<file path="src/hdl/vsla_pkg.sv">
// Shared types and constants for the velocity slew limiter and averager.
// Holds configuration layout, datapath command codes and controller states.
// Depends on nothing.
package vsla_pkg;

   localparam int NUM_AGENTS_DEFAULT = 8;
   localparam int MAX_WINDOW_DEFAULT = 16;
   localparam int VEL_WIDTH_DEFAULT  = 16;

   localparam int STEP_LIMIT_W  = 15;
   localparam int WINDOW_LEN_W  = 5;
   localparam int AGENT_IN_W    = 3;
   localparam int CSR_DATA_W    = 15;
   localparam int CSR_INDEX_W   = 2;

   localparam logic [STEP_LIMIT_W-1:0] STEP_LIMIT_RESET = 15'd256;

   typedef enum logic [CSR_INDEX_W-1:0] {
      CSR_STEP_LIMIT    = 2'd0,
      CSR_LIMIT_ENABLE  = 2'd1,
      CSR_WINDOW_LENGTH = 2'd2,
      CSR_WEIGHTED_MODE = 2'd3
   } csr_index_type;

   typedef struct packed {
      logic [STEP_LIMIT_W-1:0] step_limit;
      logic                    limit_enable;
      logic [WINDOW_LEN_W-1:0] window_length;
      logic                    weighted_mode;
   } cfg_type;

   typedef enum logic [3:0] {
      OP_NONE,
      OP_LOAD,
      OP_DIFF,
      OP_SQUARE,
      OP_SQRT_INIT,
      OP_SQRT_STEP,
      OP_PROD,
      OP_SDIV,
      OP_SAPPLY,
      OP_WINDOW,
      OP_WRITE,
      OP_RADDR,
      OP_RACC,
      OP_ADIV,
      OP_AAPPLY,
      OP_OUT
   } dp_op_type;

   typedef struct packed {
      dp_op_type  op;
      logic [1:0] comp;
   } dp_cmd_type;

   typedef struct packed {
      logic limit_hit;
      logic win_zero;
      logic sqrt_last;
      logic div_last;
      logic walk_last;
   } dp_stat_type;

   typedef enum logic [4:0] {
      ST_IDLE,
      ST_DIFF,
      ST_SQUARE,
      ST_CHECK,
      ST_SQRT_INIT,
      ST_SQRT_RUN,
      ST_PROD,
      ST_SDIV_GO,
      ST_SDIV_WAIT,
      ST_SAPPLY,
      ST_WINDOW,
      ST_WRITE,
      ST_RADDR,
      ST_RACC,
      ST_ADIV_GO,
      ST_ADIV_WAIT,
      ST_AAPPLY,
      ST_OUT
   } ctrl_state_type;

endpackage

</file>
<file path="src/hdl/vsla_ctrl.sv">
// Controller state machine: sequences limiting, ring update and averaging.
// Drives datapath commands and the two channel handshakes.
// Depends on vsla_pkg.
module vsla_ctrl import vsla_pkg::*; (
   input  logic        clock,
   input  logic        reset,
   input  logic        req_valid,
   output logic        req_stall,
   output logic        rsp_valid,
   input  logic        rsp_stall,
   input  dp_stat_type stat,
   output dp_cmd_type  cmd
);

   ctrl_state_type state_ff, state_in;
   logic [1:0]     comp_ff, comp_in;
   logic           rsp_valid_ff, rsp_valid_in;
   logic           out_free;

   assign out_free  = !rsp_valid_ff || !rsp_stall;
   assign req_stall = (state_ff != ST_IDLE);
   assign rsp_valid = rsp_valid_ff;

   // Next state.
   always_comb begin
      state_in     = state_ff;
      comp_in      = comp_ff;
      rsp_valid_in = rsp_valid_ff && rsp_stall;
      case (state_ff)
         ST_IDLE: begin
            if (req_valid) begin
               state_in = ST_DIFF;
            end
         end
         ST_DIFF: begin
            comp_in  = 2'd0;
            state_in = ST_SQUARE;
         end
         ST_SQUARE: begin
            if (comp_ff == 2'd2) begin
               comp_in  = 2'd0;
               state_in = ST_CHECK;
            end else begin
               comp_in = comp_ff + 2'd1;
            end
         end
         ST_CHECK: begin
            state_in = stat.limit_hit ? ST_SQRT_INIT : ST_WINDOW;
         end
         ST_SQRT_INIT: begin
            state_in = ST_SQRT_RUN;
         end
         ST_SQRT_RUN: begin
            if (stat.sqrt_last) begin
               comp_in  = 2'd0;
               state_in = ST_PROD;
            end
         end
         ST_PROD: begin
            state_in = ST_SDIV_GO;
         end
         ST_SDIV_GO: begin
            state_in = ST_SDIV_WAIT;
         end
         ST_SDIV_WAIT: begin
            if (stat.div_last) begin
               state_in = ST_SAPPLY;
            end
         end
         ST_SAPPLY: begin
            if (comp_ff == 2'd2) begin
               comp_in  = 2'd0;
               state_in = ST_WINDOW;
            end else begin
               comp_in  = comp_ff + 2'd1;
               state_in = ST_PROD;
            end
         end
         ST_WINDOW: begin
            comp_in = 2'd0;
            if (stat.win_zero) begin
               if (out_free) begin
                  rsp_valid_in = 1'b1;
                  state_in     = ST_IDLE;
               end
            end else begin
               state_in = ST_WRITE;
            end
         end
         ST_WRITE: begin
            state_in = ST_RADDR;
         end
         ST_RADDR: begin
            state_in = ST_RACC;
         end
         ST_RACC: begin
            state_in = stat.walk_last ? ST_ADIV_GO : ST_RADDR;
         end
         ST_ADIV_GO: begin
            state_in = ST_ADIV_WAIT;
         end
         ST_ADIV_WAIT: begin
            if (stat.div_last) begin
               state_in = ST_AAPPLY;
            end
         end
         ST_AAPPLY: begin
            if (comp_ff == 2'd2) begin
               comp_in  = 2'd0;
               state_in = ST_OUT;
            end else begin
               comp_in  = comp_ff + 2'd1;
               state_in = ST_ADIV_GO;
            end
         end
         ST_OUT: begin
            // The averaged vector is complete; wait for the result slot.
            if (out_free) begin
               rsp_valid_in = 1'b1;
               state_in     = ST_IDLE;
            end
         end
         default: begin
            state_in = ST_IDLE;
         end
      endcase
   end

   // Command outputs.
   always_comb begin
      cmd.op   = OP_NONE;
      cmd.comp = comp_ff;
      case (state_ff)
         ST_IDLE:      cmd.op = req_valid ? OP_LOAD : OP_NONE;
         ST_DIFF:      cmd.op = OP_DIFF;
         ST_SQUARE:    cmd.op = OP_SQUARE;
         ST_SQRT_INIT: cmd.op = OP_SQRT_INIT;
         ST_SQRT_RUN:  cmd.op = OP_SQRT_STEP;
         ST_PROD:      cmd.op = OP_PROD;
         ST_SDIV_GO:   cmd.op = OP_SDIV;
         ST_SAPPLY:    cmd.op = OP_SAPPLY;
         ST_WINDOW: begin
            if (stat.win_zero) begin
               cmd.op = out_free ? OP_OUT : OP_NONE;
            end else begin
               cmd.op = OP_WINDOW;
            end
         end
         ST_WRITE:     cmd.op = OP_WRITE;
         ST_RADDR:     cmd.op = OP_RADDR;
         ST_RACC:      cmd.op = OP_RACC;
         ST_ADIV_GO:   cmd.op = OP_ADIV;
         ST_AAPPLY:    cmd.op = OP_AAPPLY;
         ST_OUT:       cmd.op = out_free ? OP_OUT : OP_NONE;
         default:      cmd.op = OP_NONE;
      endcase
   end

   always_ff @(posedge clock) begin
      if (reset) begin
         state_ff     <= ST_IDLE;
         comp_ff      <= 2'd0;
         rsp_valid_ff <= 1'b0;
      end else begin
         state_ff     <= state_in;
         comp_ff      <= comp_in;
         rsp_valid_ff <= rsp_valid_in;
      end
   end

endmodule

</file>
<file path="config.mk">
export PLATFORM = sky130hd
export DESIGN_NAME = vsla_ctrl
export DESIGN_NICKNAME = d
export VERILOG_FILES = /design/src/hdl/vsla_pkg.sv /design/src/hdl/vsla_ctrl.sv
export SDC_FILE = /design/constraint.sdc
export NUM_CORES = 1
export LEC_CHECK = 0
export BUFFER_PORTS_ARGS = -buffer_cell sky130_fd_sc_hd__buf_4
export CAP_MARGIN = 30
export CELL_PAD_IN_SITES_DETAIL_PLACEMENT = 1
export CELL_PAD_IN_SITES_GLOBAL_PLACEMENT = 1
export CORE_MARGIN = 4
export CORE_UTILIZATION = 34
export DETAILED_ROUTE_END_ITERATION = 8
export PLACE_DENSITY = 0.84
export SLEW_MARGIN = 40
export SYNTH_ARGS = -nofsm -noshare
export SYNTH_HDL_FRONTEND = slang
export SYNTH_SLANG_ARGS = --single-unit
</file>
<file path="constraint.sdc">
create_clock -name clock -period 1.65 [get_ports clock]
set_clock_uncertainty 0.2 [all_clocks]
set_input_delay 0.2475 -clock clock [delete_from_list [all_inputs] [get_ports clock]]
set_output_delay 0.2475 -clock clock [all_outputs]
set_load 0.005 [all_outputs]
</file>
==> results of run 1 <==
==> synth_stat cells (3+ instances only) <==
cell type / n
nor2_1: 15
a21oi_1: 13
nand2_1: 11
dfxtp_1: 8
nand3_1: 7
o21ai_0: 6
clkbuf_1: 5
inv_1: 4
nor2b_1: 4
a21o_1: 3
a31o_2: 3
buf_4: 3
nand2b_1: 3
==> timing repair <==
item,in CTS
buffers inserted,9
setup endpoints to repair,12
pin swaps,17
gates resized for setup,46
==> kinds of logic after synthesis <==
family / synth area share
flops: 0.1863
xor+xnor: 0.01019
buf+inv: 0.09606
simple gates: 0.3479
mux: 0.02329
compound gates: 0.3363
==> per-stage QoR <==
step / TNS [ns] / instances / utilization
after floorplan: -0.009370 / 126 / -
after global placement: -0.8386 / 205 / 0.5645
after detailed placement: -1.868 / 205 / 0.5645
after CTS: -2.623 / 217 / 0.6735
==> results.sh, run 1 <==
export IMPL_status="stopped before the end"
export IMPL_yosys_area_top_type="dfxtp_1"
export IMPL_dp_hpwl_mm=3.246
export IMPL_cts_inserted_buffers=3
export IMPL_lastStage="global routing"
export IMPL_grt_max_degree=13
export IMPL_worstEpCategory="top-level output"
export IMPL_cts_root_buf="clkbuf_4"
export IMPL_hold_buffers=0
export IMPL_htreeDepth=1
export IMPL_yosysWarnings=0
export IMPL_synthFlopType="dfxtp_1"
export IMPL_die_height_um=58.28
export IMPL_die_w_um=58.28
export IMPL_ys_seq_elements=8
export IMPL_portBuffers=16
export IMPL_clock_path_buffers=2
export IMPL_clkSinkCount=8
export IMPL_synth_area_top_cells="dfxtp_1, a21oi_1, nor2_1"
export IMPL_pre_cts_ws_ns=-0.2408
export IMPL_place_congestion=0.9493
export IMPL_ios=17
export IMPL_synth_area_per_cell_um2=6.822
export IMPL_ys_types=42
export IMPL_antenna_found_initial=0
export IMPL_async_flop_share=0
export IMPL_tool_error="[ERROR DPL-0033] detailed placement checks failed during check placement."
export IMPL_placed_cell_area_um2=1309
export IMPL_crit_endpoint="cmd[3]"
export IMPL_synthesis_area_um2=859.6
export IMPL_synth_cells=126
export IMPL_synth_fp_nets=135
export IMPL_num_rows=17
export IMPL_synth_top_area_frac=0.1863
export IMPL_synth_edf_count=0
export IMPL_start_util=0.3707
export IMPL_seq_area_frac_synth=0.1863
==> run 2, diff against run 1 <==
--- a/config.mk
+++ b/config.mk
@@ -7,12 +7,10 @@
 export LEC_CHECK = 0
 export BUFFER_PORTS_ARGS = -buffer_cell sky130_fd_sc_hd__buf_4
 export CAP_MARGIN = 30
-export CELL_PAD_IN_SITES_DETAIL_PLACEMENT = 1
-export CELL_PAD_IN_SITES_GLOBAL_PLACEMENT = 1
-export CORE_MARGIN = 4
-export CORE_UTILIZATION = 34
+export CORE_AREA = 4 4 65 67
 export DETAILED_ROUTE_END_ITERATION = 8
-export PLACE_DENSITY = 0.84
+export DIE_AREA = 0 0 69 71
+export PLACE_DENSITY_LB_ADDON = 0.15
 export SLEW_MARGIN = 40
 export SYNTH_ARGS = -nofsm -noshare
 export SYNTH_HDL_FRONTEND = slang
==> constraint.sdc (replaced) <==
create_clock -name clock -period 2.15 [get_ports clock]
set_clock_uncertainty 0.2 [all_clocks]
set_input_delay 0.3225 -clock clock [delete_from_list [all_inputs] [get_ports clock]]
set_output_delay 0.3225 -clock clock [all_outputs]
set_load 0.005 [all_outputs]
==> results.sh, run 2 <==
export IMPL_largest_reg_flops=5
export IMPL_yosys_area_top_type="dfxtp_1"
export IMPL_htreeDepth=1
export IMPL_layout_setup_ws_ns=0.08226
export IMPL_crit_chain="buf_4, nor2_2, o21ai_0, a21oi_1, a31oi_1, o22ai_1, buf_4"
export IMPL_start_util=0.2366
export IMPL_n_fill_cell=432
export IMPL_hold_path_depth=2
export IMPL_cp_common_cell="buf_4"
export IMPL_cts_root_buf="clkbuf_8"
export IMPL_insertedDiodeCount=0
export IMPL_period_minus_slack_ns=2.068
export IMPL_insertion_delay_ns=0.23
export IMPL_rsz0062_at_grt="true"
export IMPL_grt_pass1_wl_mm=4.602
export IMPL_drive_gt1_frac=0.3020
export IMPL_yosysWarnings=0
export IMPL_hold_buffers=0
export IMPL_ys_seq_elements=8
export IMPL_worstRegToRegCells=6
export IMPL_wl_mm=2.796
export IMPL_path_max_fanout=7
export IMPL_grt_max_degree=19
export IMPL_antenna_found_initial=0
export IMPL_dr_pass1_iters=4
export IMPL_critPathRequiredTime_ns=1.63
export IMPL_die_w_um=69
export IMPL_core_area_um2=3633
export IMPL_synth_edf_count=0
export IMPL_pre_cts_ws_ns=0.1861
export IMPL_cp_slowest_cell="dfxtp_1"
export IMPL_worstMarginPinSlew_ns=0.4064
export IMPL_status="finished clean"
export IMPL_hp_start="reset"
export IMPL_start_kind="register"
export IMPL_yosysMostFrequentCell="nor2_1"
export IMPL_portBuffers=16
export IMPL_ir_worst_vdd_v=0.0002310
export IMPL_r2r_end="state_ff[3]$_SDFFE_PP0P_"
export IMPL_synthFlopType="dfxtp_1"
export IMPL_hold_viol_final=0
export IMPL_max_stage_delay_ns=0.32
export IMPL_drc_errors=0
export IMPL_critPathLaunch="state_ff[2]$_SDFFE_PP0P_"
export IMPL_grt_pass1_vias=989
export IMPL_grt_ovfl_total=0
export IMPL_hold_path_endpoint="comp_ff[1]$_SDFFE_PP0P_"
export IMPL_cts_inserted_buffers=3
export IMPL_setup_viol=0
export IMPL_avgRoutedWirePerCell_um=14.19
export IMPL_vias_per_cell=5.096
export IMPL_cts_tree="done"
export IMPL_synth_top_area_frac=0.1863
export IMPL_async_flop_share=0
export IMPL_power_total_w=0.0005844
export IMPL_synth_area_top_cells="dfxtp_1, a21oi_1, nor2_1"
export IMPL_clkSinkCount=8
export IMPL_ys_types=42
export IMPL_crit_reg2reg_launch="state_ff[1]$_SDFFE_PP0P_"
export IMPL_via_count=1004
export IMPL_fin_tns_setup_ns=0
export IMPL_report_final_slew_viol_count=0
export IMPL_ios=17
export IMPL_area_delta_synth_final_pct=31.73
export IMPL_place_congestion=0.8527
export IMPL_dp_hpwl_mm=2.194
export IMPL_crit_arrival_ns=1.55
export IMPL_clock_path_buffers=2
export IMPL_p_leak_nw=0.4588
export IMPL_end_kind="output port"
export IMPL_grt_use_total=0.1128
export IMPL_num_rows=22
export IMPL_power_density_nw_per_um2=516.1
export IMPL_synth_cells=126
export IMPL_drt_iter0_drc=31
export IMPL_fin_crit_sh=0.9617
export IMPL_synth_fp_nets=135
export IMPL_final_common_cell="buf_4"
export IMPL_slew_headroom=0.7270
export IMPL_cap_violations=0
export IMPL_layout_common_cells="buf_4, nor2_1, a21oi_1"
export IMPL_largest_register="state_ff"
export IMPL_seq_area_frac_synth=0.1863
export IMPL_crit_family="compound AO/OA/AOI/OAI gates"
export IMPL_worst_path_buf_inv=2
export IMPL_yosys_top_cells_count="nor2_1, a21oi_1, nand2_1, dfxtp_1, nand3_1"
export IMPL_synth_area_per_cell_um2=6.822
export IMPL_synthesis_area_um2=859.6
export IMPL_dieArea_um2=4899
export IMPL_ant_nets=0
export IMPL_die_height_um=71
export IMPL_finalNetCount=160
export IMPL_path_clk_slew_ns=0.04
export IMPL_fmaxAchievable_mhz=483.6
export IMPL_crit_type="reg -> out"
export IMPL_hold_path_class="in -> reg"
export IMPL_r2r_setup_slack_ns=0.27
-- run 2: cell counts after synthesis --
Identical to the previous run, type by type.
-- run 2: how the worst max path moves through the flow --
| stage | depth (start not counted) | endpoint | slack, ns |
|---|---|---|---|
| after global placement | 7 | cmd[2] | 0.19 |
| final | 7 | cmd[2] | 0.08 |
| after floorplan | 6 | cmd[4] | 0.34 |
| after global routing | 7 | cmd[2] | -0.03 |
| after detailed placement | 6 | state_ff[3]$_SDFFE_PP0P_ | 0.19 |
| after CTS | 6 | cmd[4] | 0.03 |
-- run 2: metal layers --
metal / share of wire / routed length [um] / global-route usage
met2: 0.46 / 1275 / 0.1790
met3: 0.057 / 159 / 0.02557
met4: 0.0064 / 18 / 0.03688
met5: 0 / 0 / 0
met1: 0.48 / 1343 / 0.1508
-- run 2: where the power goes --
group          switching [W]  internal, W
logic               0.000113     0.000114
clock network      0.0000577     0.000121
registers          0.0000188     0.000159
-- run 2: kinds of logic (layout without fill, tap and decap cells) --
family | Yosys count | in the layout | share of synthesized area
multiplexers | 2 | 2 | 0.02329
AO/OA/AOI/OAI | 44 | 44 | 0.3363
AND/OR/NAND/NOR | 56 | 56 | 0.3479
buffers and inverters | 15 | 38 | 0.09606
XOR/XNOR | 1 | 1 | 0.01019
flip-flops | 8 | 8 | 0.1863
-- run 2: what timing repair did --
action,CTS,global route
resized for setup,4,2
gates cloned,0,0
setup endpoints to repair,3,4
setup buffers,0,0
-- run 2: layout make-up --
type / count / area [um2] / area share
inverters: 5 / 18.77 / 0.01657
flip-flops and latches: 8 / 162.7 / 0.1436
well taps: 48 / 60.06 / 0.05304
multi-input cells: 103 / 620.6 / 0.5481
repair buffers: 30 / 229.0 / 0.2022
clock buffers: 3 / 41.29 / 0.03646
-- run 2: through the flow --
| step | util | area (um2) | hold WS, ns | std cells |
|---|---|---|---|---|
| 6_report | 0.3116 | 1132 | 0.1146 | 197 |
| 5_1_grt | 0.3116 | 1132 | 0.1302 | 197 |
| 4_1_cts | 0.3113 | 1131 | 0.1210 | 197 |
| 3_5_place_dp | 0.2975 | 1081 | 0.3621 | 194 |
| 3_3_place_gp | 0.2975 | 1081 | 0.3589 | 194 |
| 2_1_floorplan | - | 859.6 | 0.1944 | 126 |
(Power assumes the default switching activity.)
==> run 3, diff against run 2 <==
--- a/config.mk
+++ b/config.mk
@@ -5,6 +5,7 @@
 export SDC_FILE = /design/constraint.sdc
 export NUM_CORES = 1
 export LEC_CHECK = 0
+export ABC_AREA = 1
 export BUFFER_PORTS_ARGS = -buffer_cell sky130_fd_sc_hd__buf_4
 export CAP_MARGIN = 30
 export CORE_AREA = 4 4 65 67
==> results.sh, run 3 <==
export IMPL_num_rows=22
export IMPL_ios=17
export IMPL_wl_mm=2.441
export IMPL_finalInstanceArea_um2=1087
export IMPL_die_w_um=69
export IMPL_drt_met1_wl_mm=1.090
export IMPL_yosysWarnings=0
export IMPL_route_met3_wl_um=79
export IMPL_wl_met2_mm=1.255
export IMPL_hold_path_endpoint="state_ff[2]$_SDFFE_PP0P_"
export IMPL_power_density_nw_per_um2=758.0
export IMPL_fin_tns_setup_ns=0
export IMPL_p_clk_frac=0.222
export IMPL_grt_max_degree=11
export IMPL_grt_ovfl_total=0
export IMPL_layout_common_cells="nand2_1, nand3_1, nor2_1"
export IMPL_final_cells=215
export IMPL_status="finished clean"
export IMPL_cp_slowest_cell="dfxtp_1"
export IMPL_portBuffers=16
export IMPL_seq_area_frac_synth=0.1934
export IMPL_core_area_um2=3633
export IMPL_crit_reg2reg_launch="state_ff[3]$_SDFFE_PP0P_"
export IMPL_synth_top_area_frac=0.1934
export IMPL_async_flop_share=0
export IMPL_max_stage_delay_ns=0.44
export IMPL_pre_cts_ws_ns=0.2732
export IMPL_drive_gt1_frac=0.2455
export IMPL_dr_pass1_iters=4
export IMPL_r2r_end="state_ff[1]$_SDFFE_PP0P_"
export IMPL_report_final_slew_viol_count=0
export IMPL_largest_register="state_ff"
export IMPL_fin_crit_sh=0.9425
export IMPL_hp_start="reset"
export IMPL_hold_path_depth=2
export IMPL_htreeDepth=1
export IMPL_place_congestion=0.8609
export IMPL_dieArea_um2=4899
export IMPL_end_kind="output port"
export IMPL_start_kind="register"
export IMPL_synth_edf_count=0
export IMPL_placed_cell_area_um2=1007
export IMPL_largest_reg_flops=5
export IMPL_p_switching_w=0.0003548
export IMPL_ant_nets=0
export IMPL_insertedDiodeCount=0
export IMPL_finalNetCount=178
export IMPL_worstMarginPinSlew_ns=0.3898
export IMPL_rsz0062_at_grt="false"
export IMPL_slew_headroom=0.7381
export IMPL_synthMuxAreaShare=0
export IMPL_hold_viol_final=0
export IMPL_hold_buffers=0
export IMPL_synthFlopType="dfxtp_1"
export IMPL_dp_hpwl_mm=2.083
export IMPL_fmaxAchievable_mhz=493.5
export IMPL_path_clk_slew_ns=0.04
export IMPL_cts_root_buf="clkbuf_8"
export IMPL_vias_per_cell=4.488
export IMPL_crit_family="simple AND/OR/NAND/NOR gates"
export IMPL_critPathRequiredTime_ns=1.63
export IMPL_worstRegToRegCells=7
export IMPL_synth_cells=149
export IMPL_final_common_cell="nand2_1"
export IMPL_cap_violations=0
export IMPL_synthAdderAreaFrac=0
export IMPL_synth_top_family_by_area="simple AND/OR/NAND/NOR gates"
export IMPL_die_height_um=71
export IMPL_dpl_cell_count=212
export IMPL_switching_share=0.4305
export IMPL_grt_use_total=0.1055
export IMPL_layout_setup_ws_ns=0.1237
export IMPL_start_util=0.2280
export IMPL_p_int_w=0.0004693
export IMPL_synth_fp_nets=158
export IMPL_sequentialPowerShare=0.274
export IMPL_setup_viol=0
export IMPL_yosys_area_top_type="dfxtp_1"
export IMPL_period_minus_slack_ns=2.026
export IMPL_clkSinkCount=8
export IMPL_worst_path_buf_inv=2
export IMPL_synth_compound_area_frac=0.1707
export IMPL_drt_iter0_drc=45
export IMPL_yosysMostFrequentCell="nand2_1"
export IMPL_r2r_setup_slack_ns=0.44
export IMPL_synth_area_top_cells="dfxtp_1, nand2_1, nand3_1"
export IMPL_synth_area_per_cell_um2=5.559
export IMPL_synthSimpleGateAreaFrac=0.5347
export IMPL_cts_tree="done"
export IMPL_synth_xor_xnor_area_share=0
export IMPL_dr_max_layer_used="met4"
export IMPL_area_delta_synth_final_pct=31.27
export IMPL_grt_pass1_wl_mm=4.222
export IMPL_avgRoutedWirePerCell_um=11.35
export IMPL_ir_worst_vdd_v=0.0002054
export IMPL_clock_path_buffers=2
export IMPL_fin_util=0.2992
export IMPL_p_leak_nw=0.5810
export IMPL_ys_seq_elements=8
export IMPL_p_comb_frac=0.504
export IMPL_grt_pass1_vias=948
export IMPL_cts_inserted_buffers=3
export IMPL_hold_path_class="in -> reg"
export IMPL_via_count=965
export IMPL_crit_chain="inv_1, nor2_1, nand2_1, nand2_1, nor2_1, nand3_1, buf_4"
export IMPL_crit_type="reg -> out"
export IMPL_drc_errors=0
export IMPL_path_max_fanout=6
export IMPL_insertion_delay_ns=0.23
export IMPL_antenna_found_initial=0
export IMPL_ys_types=25
export IMPL_yosys_top_cells_count="nand2_1, nand3_1, nor2_1, inv_1, a21oi_1"
export IMPL_crit_arrival_ns=1.50
export IMPL_synthesis_area_um2=828.3
-- run 3: cell types whose count changed after synthesis, moves of 4 or more --
cell | before | now
inv_1 | 4 | 18
nor2b_1 | 4 | 0
clkbuf_1 | 5 | 0
nand2_1 | 11 | 40
nor2_1 | 15 | 21
a21oi_1 | 13 | 9
nand3_1 | 7 | 23
-- run 3: metrics by stage --
| step | hold slack (ns) | total power (W) |
|---|---|---|
| after floorplan | 0.2873 | 0.0004759 |
| after global placement | 0.3028 | 0.0006376 |
| after detailed placement | 0.3037 | 0.0006285 |
| after CTS | 0.1299 | 0.0008163 |
| after global routing | 0.1392 | 0.0009045 |
| final | 0.1210 | 0.0008241 |
-- run 3: routing by layer --
layer,up-vias,GRT usage
li1,522,-
met1,428,0.1248
met2,13,0.1896
met3,2,0.02699
met4,0,0.02603
met5,-,0
-- run 3: how the worst max path moves through the flow --
stage	from	to	cells after the start
finish	state_ff[3]$_SDFFE_PP0P_	cmd[5]	7
global route	state_ff[3]$_SDFFE_PP0P_	cmd[5]	7
CTS	state_ff[4]$_SDFFE_PP0P_	cmd[5]	9
detailed placement	state_ff[4]$_SDFFE_PP0P_	cmd[5]	9
global placement	state_ff[1]$_SDFFE_PP0P_	cmd[2]	7
floorplan	state_ff[4]$_SDFFE_PP0P_	cmd[2]	8
-- run 3: timing repair --
item | 4_1_cts | 5_1_grt
gates resized for setup | 0 | 14
setup endpoints to repair | 0 | 4
setup buffers | 0 | 0
-- run 3: area by class of cell --
cell class                 instances  area, um2
timing repair buffer              17      131.4
tap                               48      60.06
multi-input combinational        119      608.1
inverter                          20      78.83
clock buffer                       3      41.29
fill                             424       2546
sequential                         8      167.7
-- run 3: worst reg2reg max path: cells and delay by family (launching register included) --
family / cells / cell delay (ns)
flip-flops: 1 / 0.44
AND/OR/NAND/NOR: 4 / 0.61
AO/OA/AOI/OAI: 2 / 0.27
buffers and inverters: 1 / 0.08
-- run 3: cell families (layout without fill, tap and decap cells) --
group | Yosys count | in the layout
buf+inv | 22 | 40
compound gates | 22 | 22
simple gates | 97 | 97
flops | 8 | 8
-- run 3: power by group through the flow --
| stage | Combinational, W | Sequential, W | Clock [W] |
|---|---|---|---|
| 2_1_floorplan | 0.000269 | 0.000207 | 0 |
| 3_3_place_gp | 0.000420 | 0.000218 | 0 |
| 5_1_grt | 0.000470 | 0.000231 | 0.000203 |
| 3_5_place_dp | 0.000412 | 0.000216 | 0 |
| 6_report | 0.000416 | 0.000226 | 0.000183 |
| 4_1_cts | 0.000414 | 0.000213 | 0.000189 |
